===== config.mk =====
export PLATFORM = sky130hd
export DESIGN_NAME = periodic_timer_bank
export DESIGN_NICKNAME = d
export VERILOG_FILES = /design/src/hdl/ptb_pkg.sv /design/src/hdl/ptb_entry_ram.sv /design/src/hdl/periodic_timer_bank.sv
export SDC_FILE = /design/constraint.sdc
export NUM_CORES = 1
export LEC_CHECK = 0
export BUFFER_PORTS_ARGS = -buffer_cell sky130_fd_sc_hd__buf_2
export CAP_MARGIN = 30
export CORE_ASPECT_RATIO = 1.25
export CORE_MARGIN = 4
export CORE_UTILIZATION = 58
export CTS_BUF_LIST = sky130_fd_sc_hd__clkbuf_8
export DETAILED_ROUTE_END_ITERATION = 10
export PLACE_DENSITY_LB_ADDON = 0.2
export SLEW_MARGIN = 0
export SYNTH_ARGS = -nofsm -noshare
export SYNTH_HDL_FRONTEND = slang
export SYNTH_SLANG_ARGS = --single-unit

===== constraint.sdc =====
create_clock -name clk -period 6.2 [get_ports clk]
set_clock_uncertainty 0.05 [all_clocks]
set_input_delay 0.62 -clock clk [delete_from_list [all_inputs] [get_ports clk]]
set_output_delay 0.62 -clock clk [all_outputs]
set_load 0.01 [all_outputs]

===== src/hdl/ptb_pkg.sv =====
// Shared types and constants for the periodic timer bank.
`timescale 1ns / 1ps
`default_nettype none
package ptb_pkg;

  // Number of timers in the bank (1 to 256).
  localparam int TIMER_COUNT = 8;
  localparam int IDX_W = (TIMER_COUNT > 1) ? $clog2(TIMER_COUNT) : 1;
  localparam int TICK_W = 16;
  localparam logic [TICK_W-1:0] PENDING_MAX = '1;

  typedef enum logic [1:0] {
    OP_TICK  = 2'd0,
    OP_START = 2'd1,
    OP_STOP  = 2'd2,
    OP_CHECK = 2'd3
  } op_t;

  typedef enum logic [2:0] {
    S_IDLE,
    S_STOP_WR,
    S_SWEEP,
    S_CHK_RD,
    S_CHK_WR
  } state_t;

  // One timer entry. Remaining never exceeds the reload range, so 16 bits hold it.
  typedef struct packed {
    logic [TICK_W-1:0] remaining;
    logic [TICK_W-1:0] reload_value;
    logic              expiry_mark;
  } entry_t;

  typedef struct packed {
    logic             wr_en;
    logic [IDX_W-1:0] wr_addr;
    entry_t           wr_data;
    logic             rd_en;
    logic [IDX_W-1:0] rd_addr;
  } mem_req_t;

endpackage
`default_nettype wire


===== src/hdl/ptb_entry_ram.sv =====
// Timer entry memory: one write port, one registered read port, reset-cleared entries.
`timescale 1ns / 1ps
`default_nettype none
module ptb_entry_ram
  import ptb_pkg::*;
(
  input  wire logic     clk,
  input  wire logic     rst,
  input  wire mem_req_t req,
  output entry_t        rd_data
);

  entry_t                 mem [TIMER_COUNT];
  logic [TIMER_COUNT-1:0] valid;

  always_ff @(posedge clk) begin
    if (req.wr_en) begin
      mem[req.wr_addr] <= req.wr_data;
    end
  end

  // Entries not written since reset read as zero.
  always_ff @(posedge clk) begin
    if (rst) begin
      valid <= '0;
    end else if (req.wr_en) begin
      valid[req.wr_addr] <= 1'b1;
    end
  end

  always_ff @(posedge clk) begin
    if (req.rd_en) begin
      rd_data <= valid[req.rd_addr] ? mem[req.rd_addr] : '0;
    end
  end

endmodule
`default_nettype wire


===== src/hdl/periodic_timer_bank.sv =====
// Top level of the periodic timer bank: command sequencer and pending tick count.
`timescale 1ns / 1ps
`default_nettype none
// A request is taken when start is high and busy is low; each request gives
// exactly one result, shown on done/expired for one cycle, which the receiver
// must take as it comes. Tick, start, and stop with an out-of-range index finish
// from the idle state; a valid stop reads the entry, then writes it back.
// A check with no pending ticks reads the indexed entry if in range, then writes
// it back with its mark cleared; a check with pending ticks first walks every timer entry
// through the single entry memory, one per cycle. The memory port sets that pace.
// Reset clears all entries at once; no clearing pass is needed.
module periodic_timer_bank
  import ptb_pkg::*;
(
  input  wire logic        clk,
  input  wire logic        rst,
  input  wire logic        start,
  output logic             busy,
  input  wire logic [1:0]  op,
  input  wire logic [15:0] timer_index,
  input  wire logic [15:0] interval_ticks,
  output logic             done,
  output logic             expired
);

  state_t state, state_next;

  logic [TICK_W-1:0] pending, pending_next;
  logic [TICK_W-1:0] delta, delta_next;
  logic [IDX_W-1:0]  cnt, cnt_next;
  logic [IDX_W-1:0]  cmd_index, cmd_index_next;
  logic              idx_ok, idx_ok_next;
  logic              done_next, expired_next;

  mem_req_t req;
  entry_t   rd_data;
  entry_t   swept;
  logic [TICK_W:0] diff;
  logic     accept;
  logic     in_range;
  op_t      op_in;

  ptb_entry_ram u_ram (
    .clk     (clk),
    .rst     (rst),
    .req     (req),
    .rd_data (rd_data)
  );

  assign accept   = start && !busy;
  assign op_in    = op_t'(op);
  assign in_range = {1'b0, timer_index} < (TICK_W+1)'(TIMER_COUNT);

  // Sweep of the entry read: if running, subtract the ticks, reload at zero or below.
  always_comb begin
    swept = rd_data;
    diff  = {1'b0, rd_data.remaining} - {1'b0, delta};
    if (rd_data.reload_value != '0) begin
      if (diff[TICK_W] || diff[TICK_W-1:0] == '0) begin
        swept.remaining   = rd_data.reload_value;
        swept.expiry_mark = 1'b1;
      end else begin
        swept.remaining = diff[TICK_W-1:0];
      end
    end
  end

  // Next state.
  always_comb begin
    state_next = state;
    case (state)
      S_IDLE: begin
        if (accept) begin
          case (op_in)
            OP_STOP:  state_next = in_range ? S_STOP_WR : S_IDLE;
            OP_CHECK: state_next = (pending != '0) ? S_SWEEP : S_CHK_RD;
            default:  state_next = S_IDLE;
          endcase
        end
      end
      S_STOP_WR: state_next = S_IDLE;
      S_SWEEP: begin
        if (cnt == IDX_W'(TIMER_COUNT - 1)) begin
          state_next = S_CHK_RD;
        end
      end
      S_CHK_RD: state_next = S_CHK_WR;
      S_CHK_WR: state_next = S_IDLE;
      default:  state_next = S_IDLE;
    endcase
  end

  // Outputs, memory requests and datapath updates.
  always_comb begin
    busy           = (state != S_IDLE);
    pending_next   = pending;
    delta_next     = delta;
    cnt_next       = cnt;
    cmd_index_next = cmd_index;
    idx_ok_next    = idx_ok;
    done_next      = 1'b0;
    expired_next   = 1'b0;
    req            = '0;

    case (state)
      S_IDLE: begin
        if (accept) begin
          cmd_index_next = timer_index[IDX_W-1:0];
          idx_ok_next    = in_range;
          case (op_in)
            OP_TICK: begin
              // Saturate at the top of the count.
              if (pending != PENDING_MAX) begin
                pending_next = pending + 1'b1;
              end
              done_next = 1'b1;
            end
            OP_START: begin
              req.wr_en                = in_range;
              req.wr_addr              = timer_index[IDX_W-1:0];
              req.wr_data.remaining    = interval_ticks;
              req.wr_data.reload_value = interval_ticks;
              req.wr_data.expiry_mark  = 1'b0;
              done_next                = 1'b1;
            end
            OP_STOP: begin
              // Read the entry so remaining and the mark survive the write back.
              req.rd_en = in_range;
              req.rd_addr = timer_index[IDX_W-1:0];
              done_next = !in_range;
            end
            OP_CHECK: begin
              delta_next   = pending;
              pending_next = '0;
              cnt_next     = '0;
              req.rd_en    = (pending != '0);
              req.rd_addr  = '0;
            end
            default: begin
              done_next = 1'b1;
            end
          endcase
        end
      end
      S_STOP_WR: begin
        req.wr_en                = 1'b1;
        req.wr_addr              = cmd_index;
        req.wr_data              = rd_data;
        req.wr_data.reload_value = '0;
        done_next                = 1'b1;
      end
      S_SWEEP: begin
        // Write back entry cnt while reading the next one.
        req.wr_en   = 1'b1;
        req.wr_addr = cnt;
        req.wr_data = swept;
        if (cnt != IDX_W'(TIMER_COUNT - 1)) begin
          req.rd_en   = 1'b1;
          req.rd_addr = cnt + 1'b1;
          cnt_next    = cnt + 1'b1;
        end
      end
      S_CHK_RD: begin
        req.rd_en   = idx_ok;
        req.rd_addr = cmd_index;
      end
      S_CHK_WR: begin
        req.wr_en               = idx_ok;
        req.wr_addr             = cmd_index;
        req.wr_data             = rd_data;
        req.wr_data.expiry_mark = 1'b0;
        expired_next            = idx_ok && rd_data.expiry_mark;
        done_next               = 1'b1;
      end
      default: begin
        req = '0;
      end
    endcase
  end

  always_ff @(posedge clk) begin
    if (rst) begin
      state   <= S_IDLE;
      pending <= '0;
      done    <= 1'b0;
      expired <= 1'b0;
    end else begin
      state   <= state_next;
      pending <= pending_next;
      done    <= done_next;
      expired <= expired_next;
    end
  end

  // Hold the request fields; no reset needed.
  always_ff @(posedge clk) begin
    delta     <= delta_next;
    cnt       <= cnt_next;
    cmd_index <= cmd_index_next;
    idx_ok    <= idx_ok_next;
  end

endmodule
`default_nettype wire

==> results.txt, run 1 <==
Worst-path clk slew - 60 ps
Core ar. - 26100 um2
I/O pins - 40
synth warn - 0
post-synthesis sequential area ratio - 66.1%
Syn Nets - 1394
Netlist cell types - 66
Die Wd - 154 um
RSZ-0062 raised after global routing - false
startpoint class of the critical path - register
post-synthesis compound-gate area fraction - 8.47%
routed vias - 11.0k
Vert. Die Dim - 190 um
DIE AREA - 29300 um2
Residual DRC - 0
Primary FF master, synth - edfxtp_1
htree depth - 2
grt total ovfl - 0
row cnt - 66
vias in the first global route - 10.9k
Setup crit end kind - register
FF-to-FF Start - u_ram.rd_data[27]
WL final - 38900 um
Synth Area in XOR/XNOR - 1.31%
Crit path max-delay family - compound AO/OA/AOI/OAI gates
cts hold-fix bufs - 0
PwrDens - 282 nW/um2
worst-case clock buffer depth - 3
Num CTS Buffers - 52
critical-path cell list - ha_1 -> a21o_1 -> a31o_1 -> a221o_1 -> o21ai_0 -> o21a_1 -> nor2_1 -> a222oi_1 -> o21ai_1
total negative slack - 0 ps
Data arrival, critical path - 4290 ps
WS Path Type - register to register
Cell Count, Final, Fillers Out - 1757
syn_area_per_cell - 11.5 um2
ANT cells - 0
worst vdd rail ir drop - 0.167 mV
max incr delay on CP - 710 ps
DRT iter0 DRCs - 1328
first-pass GRT wire length - 61100 um
post-synthesis mux area share - 0.519%
endpoints failing hold - 0
min-delay worst type - input pin to register
share of cells above drive strength 1 - 11.5%
register-to-register setup slack - 2100 ps
Pins Over Slew Limit - 0
CTS Root Buffer Type - clkbuf_8
nets - 1437
DR WL/cell - 22.2 um
final setup fails - 0
initial antenna violation count - 0
TritonCTS clock tree - done
1st-pass router iterations - 5
Max Cap Viol - 0
Worst slew margin - 32.4%
Post-synth EDFFs - 320
Period Utilization, post-route - 66.1%
vias per cell - 6.25
Synth Area in Simple Gates - 18.9%
most frequent cells in the layout - edfxtp_1, nand2_1, nand3_1
Worst Tran Pin Value - 1010 ps
Detail Route Antenna Nets - 0
Post-CTS Setup Bufs - 0
worst-skew pair later-pin latency - 590 ps
crit path max fanout - 20
Pleak - 0.00609 uW
Post-Synth Adder-Cell Area - 1.83%
overall global routing resource usage - 26.9%
post-layout min period - 4100 ps
Fmax - 244 MHz
placed cells - 1664
Synth Register Bits - 349
I/O Buffers - 39
main combinational cell family by area after synthesis - simple AND/OR/NAND/NOR gates
Buf+Inv Stages, Crit Path - 0
hpwl dp - 23700 um
Mapped Cells - 1335
commonest non-fill, non-tap cell in the layout - edfxtp_1
PostCTS Resize Cnt - 0
Data required, critical path - 6400 ps
Sink Count - 349
Hold Startpoint - timer_index[0]
largest net degree at the start of global routing - 89
Syn-to-layout area delta - 10.4%
Placer Congestion - 0.998
Mapped Area - 15400 um2
initial core utilization - 59.1%
run status - complete, no violations
Slowest-stage cell, CP - o21a_1
asr flop ratio synth - 0%
Setup crit start - u_ram.rd_data[27]
[cells in the mapped netlist, drive strengths merged, types with 11 or more instances]
| cell | count | share of area [%] |
|---|---|---|
| a22o | 16 | 0.91 |
| nor2 | 44 | 1.1 |
| buf | 26 | 0.96 |
| nand3 | 221 | 7.2 |
| nor3 | 18 | 0.62 |
| a21oi | 54 | 1.8 |
| nor4 | 11 | 0.45 |
| o21ai | 26 | 0.84 |
| clkbuf | 49 | 1.2 |
| nand2 | 303 | 7.4 |
| dfxtp | 29 | 3.8 |
| edfxtp | 320 | 62 |
| inv | 30 | 0.73 |
| ha | 21 | 1.7 |
| xnor2 | 14 | 0.80 |
[logic make-up after synthesis]
logic type	after synthesis
AO/OA/AOI/OAI	181
XOR/XNOR	23
adder cells (fa/ha/maj)	22
buffers and inverters	105
flip-flops	349
multiplexers	8
AND/OR/NAND/NOR	647
[per-layer routing]
layer  wire length (um)  vias to the layer above  track usage, %
met2              19100                      555            44.7
met3               3860                       86            5.61
met5                  0                        -               0
met4               1250                        0            9.38
met1              14800                     5328            35.5
li1                   -                     5012               -
[registers in the layout (all words and copies together) (netlist names)]
name	flops
cmd_index	3
cnt	3
delta	16
done	1
expired	1
idx_ok	1
pending	16
state	3
u_ram.mem	264
u_ram.rd_data	33
u_ram.valid	8
[stage by stage]
| stage | utilization, % | instance area (um2) | hold WS [ps] | setup slack [ps] | power (uW) |
|---|---|---|---|---|---|
| 3_5_place_dp | 61.6 | 16100 | 420 | 1950 | 3150 |
| 6_report | 65.2 | 17000 | 254 | 2100 | 4800 |
| 3_3_place_gp | 61.4 | 16000 | 419 | 2020 | 3140 |
| 2_1_floorplan | - | 15400 | 356 | 2300 | 2990 |
| 4_1_cts | 65.2 | 17000 | 228 | 2140 | 4820 |
| 5_1_grt | 65.2 | 17000 | 236 | 1910 | 4990 |
[where the power goes]
| part | switching (uW) | internal, uW | total [uW] |
|---|---|---|---|
| logic | 310 | 131 | 441 |
| clock network | 853 | 849 | 1700 |
| registers | 28.1 | 2630 | 2660 |
| total | 1190 | 3610 | 4800 |
[final timing paths]
kind	end	cells after the start
worst max-delay path	u_ram.mem[5][29]	9
worst min-delay path	cmd_index[0]	1
worst max register to register	u_ram.mem[5][29]	9
worst min register to register	u_ram.valid[0]	1
[cell type report]
cell class | instances | area [um2]
well taps | 340 | 425
clock buffers | 54 | 743
clock inverters | 39 | 191
fillers | 2031 | 9070
repair buffers | 64 | 428
flip-flops and latches | 349 | 10200
inverters | 30 | 113
multi-input cells | 881 | 4930
Note: power is estimated with default switching activity, not from simulation.
==> run 2, diff against run 1 <==
==> constraint.sdc (replaced) <==
create_clock -name clk -period 3.3 [get_ports clk]
set_clock_uncertainty 0.05 [all_clocks]
set_input_delay 0.33 -clock clk [delete_from_list [all_inputs] [get_ports clk]]
set_output_delay 0.33 -clock clk [all_outputs]
set_load 0.01 [all_outputs]
==> run 2 against run 1 <==
Count of clock-buffer cells in the layout up 1; utilization up 4.1 points; first-iteration DRC count decreased by 16%; sequential power up 88%; clock power up 100%; critical endpoint is now u_ram.mem[5][26]; largest cell class unchanged; highest routed layer is now met5.
==> results.txt, run 2 (synthesis results as in run 1) <==
Worst-path clk slew - 60 ps (about the same)
WL final - 40400 um (was 38900 um)
1st-pass router iterations - 6 (was 5)
WHS Path Cells - 2 (was 1)
Vert. Die Dim - 190 um (unchanged)
grt total ovfl - 0 (unchanged)
I/O pins - 40 (unchanged)
CTS Root Buffer Type - clkbuf_8 (unchanged)
Setup crit end kind - register (unchanged)
WS Path Type - register to register (unchanged)
Data required, critical path - 3540 ps (was 6400 ps)
DR WL/cell - 22.2 um (about the same)
Final Util - 69.3% (was 65.2%)
Syn-to-layout area delta - 17.3% (was 10.4%)
post-layout min period - 3250 ps (was 4100 ps)
Worst slew margin - 50.9% (was 32.4%)
Detail Route Antenna Nets - 0 (unchanged)
min-delay worst type - input pin to register (unchanged)
setup ws final - 46.9 ps (was 2100 ps)
most frequent cells in the layout - edfxtp_1, nand2_1, nand3_1 (unchanged)
share of cells above drive strength 1 - 17.6% (was 11.5%)
Pleak - 0.00656 uW (was 0.00609 uW)
Placer Congestion - 0.911 (was 0.998)
vias in the first global route - 10.9k (about the same)
largest net degree at the start of global routing - 77 (was 89)
worst-case clock buffer depth - 3 (unchanged)
Biggest register - u_ram.mem (unchanged)
routed vias - 11.1k (was 11.0k)
Sink Count - 349 (unchanged)
Residual DRC - 0 (unchanged)
FF-to-FF Start - u_ram.rd_data[27] (unchanged)
worst-skew pair later-pin latency - 590 ps (about the same)
Fmax - 307 MHz (was 244 MHz)
commonest non-fill, non-tap cell in the layout - edfxtp_1 (unchanged)
Max Cap Viol - 0 (unchanged)
PwrDens - 518 nW/um2 (was 282 nW/um2)
RSZ-0062 raised after global routing - true (was false)
Worst Tran Pin Value - 736 ps (was 1010 ps)
Place WS - -148 ps (was 1950 ps)
TritonCTS clock tree - done (unchanged)
Pins Over Slew Limit - 0 (unchanged)
crit path max fanout - 8 (was 20)
Num CTS Buffers - 52 (unchanged)
Largest register FFs - 264 (unchanged)
Hold Startpoint - rst (was timer_index[0])
run status - complete, no violations (unchanged)
worst vdd rail ir drop - 0.291 mV (was 0.167 mV)
Data arrival, critical path - 3500 ps (was 4290 ps)
I/O Buffers - 39 (unchanged)
endpoints failing hold - 0 (unchanged)
Core ar. - 26100 um2 (unchanged)
htree depth - 2 (unchanged)
overall global routing resource usage - 27.6% (was 26.9%)
first-pass GRT wire length - 61900 um (was 61100 um)
initial core utilization - 59.1% (unchanged)
startpoint class of the critical path - register (unchanged)
DRT iter0 DRCs - 1117 (was 1328)
hpwl dp - 24200 um (was 23700 um)
final setup fails - 0 (unchanged)
Die Wd - 154 um (unchanged)
routing usage on met3 - 4.34% (was 5.61%)
initial antenna violation count - 1 (was 0)
Period Utilization, post-route - 98.6% (was 66.1%)
grt met1 use - 36.4% (was 35.5%)
Setup crit start - u_ram.rd_data[27] (unchanged)
most used routing layer in global routing - met2 (unchanged)
Regs by FF count - u_ram.mem (264), u_ram.rd_data (33) (unchanged)
vias per cell - 6.13 (was 6.25)
row cnt - 66 (unchanged)
M2 GR Usage - 47.0% (was 44.7%)
Reg2Reg Depth - 10 (was 9)
DIE AREA - 29300 um2 (unchanged)
nets - 1493 (was 1437)
[run 2: repair_timing]
action	in CTS	in global routing
pin swaps	0	24
gates resized for setup	11	47
hold buffers	6	0
endpoints found under the setup margin	88	136
gates cloned	0	1
setup buffers	0	2
endpoints found under the hold margin	5	0
[run 2: final timing paths]
kind | end | slack (ps)
max reg2reg | u_ram.mem[5][26] | 50
min | pending[1] | 50
max | u_ram.mem[5][26] | 50
min reg2reg | u_ram.valid[1] | 430
[run 2: routing by layer]
| layer | wire length, um | up-vias |
|---|---|---|
| met3 | 3400 | 90 |
| met1 | 15600 | 5375 |
| met5 | 20 | - |
| met4 | 1510 | 2 |
| met2 | 19900 | 543 |
| li1 | - | 5137 |
[run 2: area by class of cell]
type / count / area [um2]
flip-flops and latches: 349 / 10200
fillers: 1875 / 8010
multi-input cells: 881 / 5260
repair buffers: 120 / 1080
clock buffers: 55 / 757
well taps: 340 / 425
clock inverters: 42 / 267
inverters: 30 / 113
diodes: 1 / 2.50
[run 2: report_power, final]
| part | switching [uW] | internal [uW] |
|---|---|---|
| Clock | 1610 | 1790 |
| Combinational | 631 | 344 |
| Sequential | 51.3 | 4940 |
[run 2: per-stage QoR]
stage,cell area [um2],total power (uW),hold slack (ps),cells,setup TNS [ps]
floorplan,15400,5610,356,1335,-22670
global placement,16600,5980,412,1711,-137
detailed placement,16600,5990,419,1711,-3740
CTS,17800,9360,20.2,1814,-151
global route,18100,9740,29.6,1817,-1620
finish,18100,9360,45.7,1818,0
[run 2: critical path, stage by stage, from the launching register on]
cell and delay (ps):
edfxtp_1 420, ha_1 310, buf_4 160, a31o_1 210
a221o_1 410, o21ai_0 230, o21a_1 180, nor2_1 60
buf_4 150, a222oi_1 580, o21ai_4 180
==> run 3, diff against run 2 <==
--- a/config.mk
+++ b/config.mk
@@ -13,6 +13,7 @@
 export CTS_BUF_LIST = sky130_fd_sc_hd__clkbuf_8
 export DETAILED_ROUTE_END_ITERATION = 10
 export PLACE_DENSITY_LB_ADDON = 0.2
+export RECOVER_POWER = 50
 export SLEW_MARGIN = 0
 export SYNTH_ARGS = -nofsm -noshare
 export SYNTH_HDL_FRONTEND = slang
==> constraint.sdc (replaced) <==
create_clock -name clk -period 3.2 [get_ports clk]
set_clock_uncertainty 0.05 [all_clocks]
set_input_delay 0.32 -clock clk [delete_from_list [all_inputs] [get_ports clk]]
set_output_delay 0.32 -clock clk [all_outputs]
set_load 0.01 [all_outputs]
==> run 3 against run 2 <==
Wire length grew 1.7%; the flow now finishes with violations (negative setup slack); via count is 1.8% higher; utilization rose by 0.47 points; critical endpoint is now u_ram.mem[3][27]; worst hold slack got worse by 6.8 ps; die area unchanged; count of clock-buffer cells in the layout stayed put; critical path type unchanged.
==> results.txt, run 3 (synthesis results as in run 1) <==
run status - complete, but fails checks (was complete, no violations)
violated checks - negative setup slack
Syn-to-layout area delta - 18.1% (was 17.3%)
Vert. Die Dim - 190 um (unchanged)
Period Utilization, post-route - 101% (was 98.6%)
nets - 1514 (was 1493)
Regs by FF count - u_ram.mem (264), u_ram.rd_data (33) (unchanged)
crit path max fanout - 8 (unchanged)
1st-pass router iterations - 6 (unchanged)
Data required, critical path - 3560 ps (was 3540 ps)
Core ar. - 26100 um2 (unchanged)
Pins Over Slew Limit - 0 (unchanged)
Placer Congestion - 0.956 (was 0.911)
most frequent cells in the layout - edfxtp_1, nand2_1, nand3_1 (unchanged)
overall global routing resource usage - 27.8% (was 27.6%)
total power - 9620 uW (was 9360 uW)
startpoint class of the critical path - register (unchanged)
htree depth - 2 (unchanged)
PwrDens - 528 nW/um2 (was 518 nW/um2)
worst-case clock buffer depth - 3 (unchanged)
Fmax - 310 MHz (was 307 MHz)
hpwl dp - 23900 um (was 24200 um)
Cell Count, Final, Fillers Out - 1835 (was 1818)
critical-path cell list - ha_4 -> fa_2 -> nand2b_4 -> a211o_1 -> a21boi_2 -> o2111a_1 -> a311oi_2 -> a2111oi_4 -> buf_4 -> buf_6 -> a41oi_2 -> nand3_2 (was ha_1 -> buf_4 -> a31o_1 -> a221o_1 -> o21ai_0 -> o21a_1 -> nor2_1 -> buf_4 -> a222oi_1 -> o21ai_4)
share of cells above drive strength 1 - 18.9% (was 17.6%)
initial antenna violation count - 0 (was 1)
Worst slew margin - 24.3% (was 50.9%)
grt total ovfl - 0 (unchanged)
min-delay worst type - input pin to register (unchanged)
Slowest-stage cell, CP - edfxtp_1 (was a222oi_1)
Detail Route Antenna Nets - 0 (unchanged)
ANT cells - 0 (was 1)
max incr delay on CP - 430 ps (was 580 ps)
WHS - 38.9 ps (was 45.7 ps)
DRT iter0 DRCs - 1136 (was 1117)
commonest non-fill, non-tap cell in the layout - edfxtp_1 (unchanged)
DR WL/cell - 22.4 um (was 22.2 um)
Buf+Inv Stages, Crit Path - 2 (unchanged)
Pleak - 0.00661 uW (was 0.00656 uW)
worst vdd rail ir drop - 0.350 mV (was 0.291 mV)
post-layout min period - 3230 ps (was 3250 ps)
endpoints failing hold - 0 (unchanged)
Sink Count - 349 (unchanged)
vias per cell - 6.18 (was 6.13)
largest net degree at the start of global routing - 97 (was 77)
row cnt - 66 (unchanged)
Die Wd - 154 um (unchanged)
WL final - 41100 um (was 40400 um)
Largest register FFs - 264 (unchanged)
Max Cap Viol - 0 (unchanged)
I/O pins - 40 (unchanged)
RSZ-0062 raised after global routing - true (unchanged)
initial core utilization - 59.1% (unchanged)
Num CTS Buffers - 51 (was 52)
worst-skew pair later-pin latency - 580 ps (was 590 ps)
routed vias - 11.3k (was 11.1k)
DIE AREA - 29300 um2 (unchanged)
Worst-path clk slew - 70 ps (was 60 ps)
WS Path Type - register to register (unchanged)
Data arrival, critical path - 3590 ps (was 3500 ps)
Worst Tran Pin Value - 1140 ps (was 736 ps)
Residual DRC - 0 (unchanged)
I/O Buffers - 39 (unchanged)
vias in the first global route - 11.1k (was 10.9k)
CTS Root Buffer Type - clkbuf_8 (unchanged)
Biggest register - u_ram.mem (unchanged)
placed cells - 1726 (was 1711)
first-pass GRT wire length - 62200 um (was 61900 um)
Setup crit end kind - register (unchanged)
setup ws final - -27.8 ps (was 46.9 ps)
final setup fails - 26 (was 0)
Crit path max-delay family - compound AO/OA/AOI/OAI gates (unchanged)
TritonCTS clock tree - done (unchanged)
## run 3: timing repair
action | CTS | global route
pin swaps | 12 | 23
hold buffers | 6 | 0
endpoints found under the hold margin | 5 | 0
cloned | 1 | 0
buffers inserted | 3 | 6
gates resized for setup | 34 | 45
endpoints found under the setup margin | 136 | 136
## run 3: area by class of cell
cell class                 instances  area (um2)
clock inverter                    38         226
fill                            1874        7890
multi-input combinational        881        5330
tap                              340         425
inverter                          30         113
clock buffer                      55         757
sequential                       349       10200
timing repair buffer             142        1170
## run 3: worst reg2reg max path: stages, from the launching register on
cell,delay (ps)
edfxtp_1,430
ha_4,200
fa_2,380
nand2b_4,160
a211o_1,320
a21boi_2,180
o2111a_1,200
a311oi_2,70
a2111oi_4,350
buf_4,190
buf_6,140
a41oi_2,190
nand3_2,210
## run 3: layer usage
metal | vias up | track usage, % | share of wire (%)
met3 | 131 | 4.97 | 9.7
li1 | 5171 | - | -
met2 | 601 | 45.9 | 48
met1 | 5445 | 36.3 | 38
met5 | - | 0 | 0
met4 | 0 | 12.4 | 4.4
## run 3: power breakdown
group | total [uW] | internal (uW) | switching, uW
combinational | 1030 | 370 | 664
clock | 3430 | 1760 | 1670
sequential | 5150 | 5100 | 55.0
## run 3: path summary, 6_finish.rpt
| kind | startpoint | to | slack (ps) | cells past startpoint |
|---|---|---|---|---|
| setup / recovery | delta[0] | u_ram.mem[3][27] | -30 | 12 |
| hold / removal | rst | pending[1] | 40 | 2 |
| setup reg to reg | delta[0] | u_ram.mem[3][27] | -30 | 12 |
| hold reg to reg | u_ram.valid[0] | u_ram.valid[0] | 430 | 1 |
## run 3: metrics by stage
stage | util, % | cell area [um2] | setup slack, ps | TNS (ps)
5_1_grt | 69.8 | 18200 | -121 | -13940
2_1_floorplan | - | 15400 | -285 | -41590
3_5_place_dp | 64.2 | 16800 | -270 | -21230
3_3_place_gp | 64.2 | 16800 | -138 | -7360
4_1_cts | 69.0 | 18000 | -0.604 | -0.604
6_report | 69.8 | 18200 | -27.8 | -433
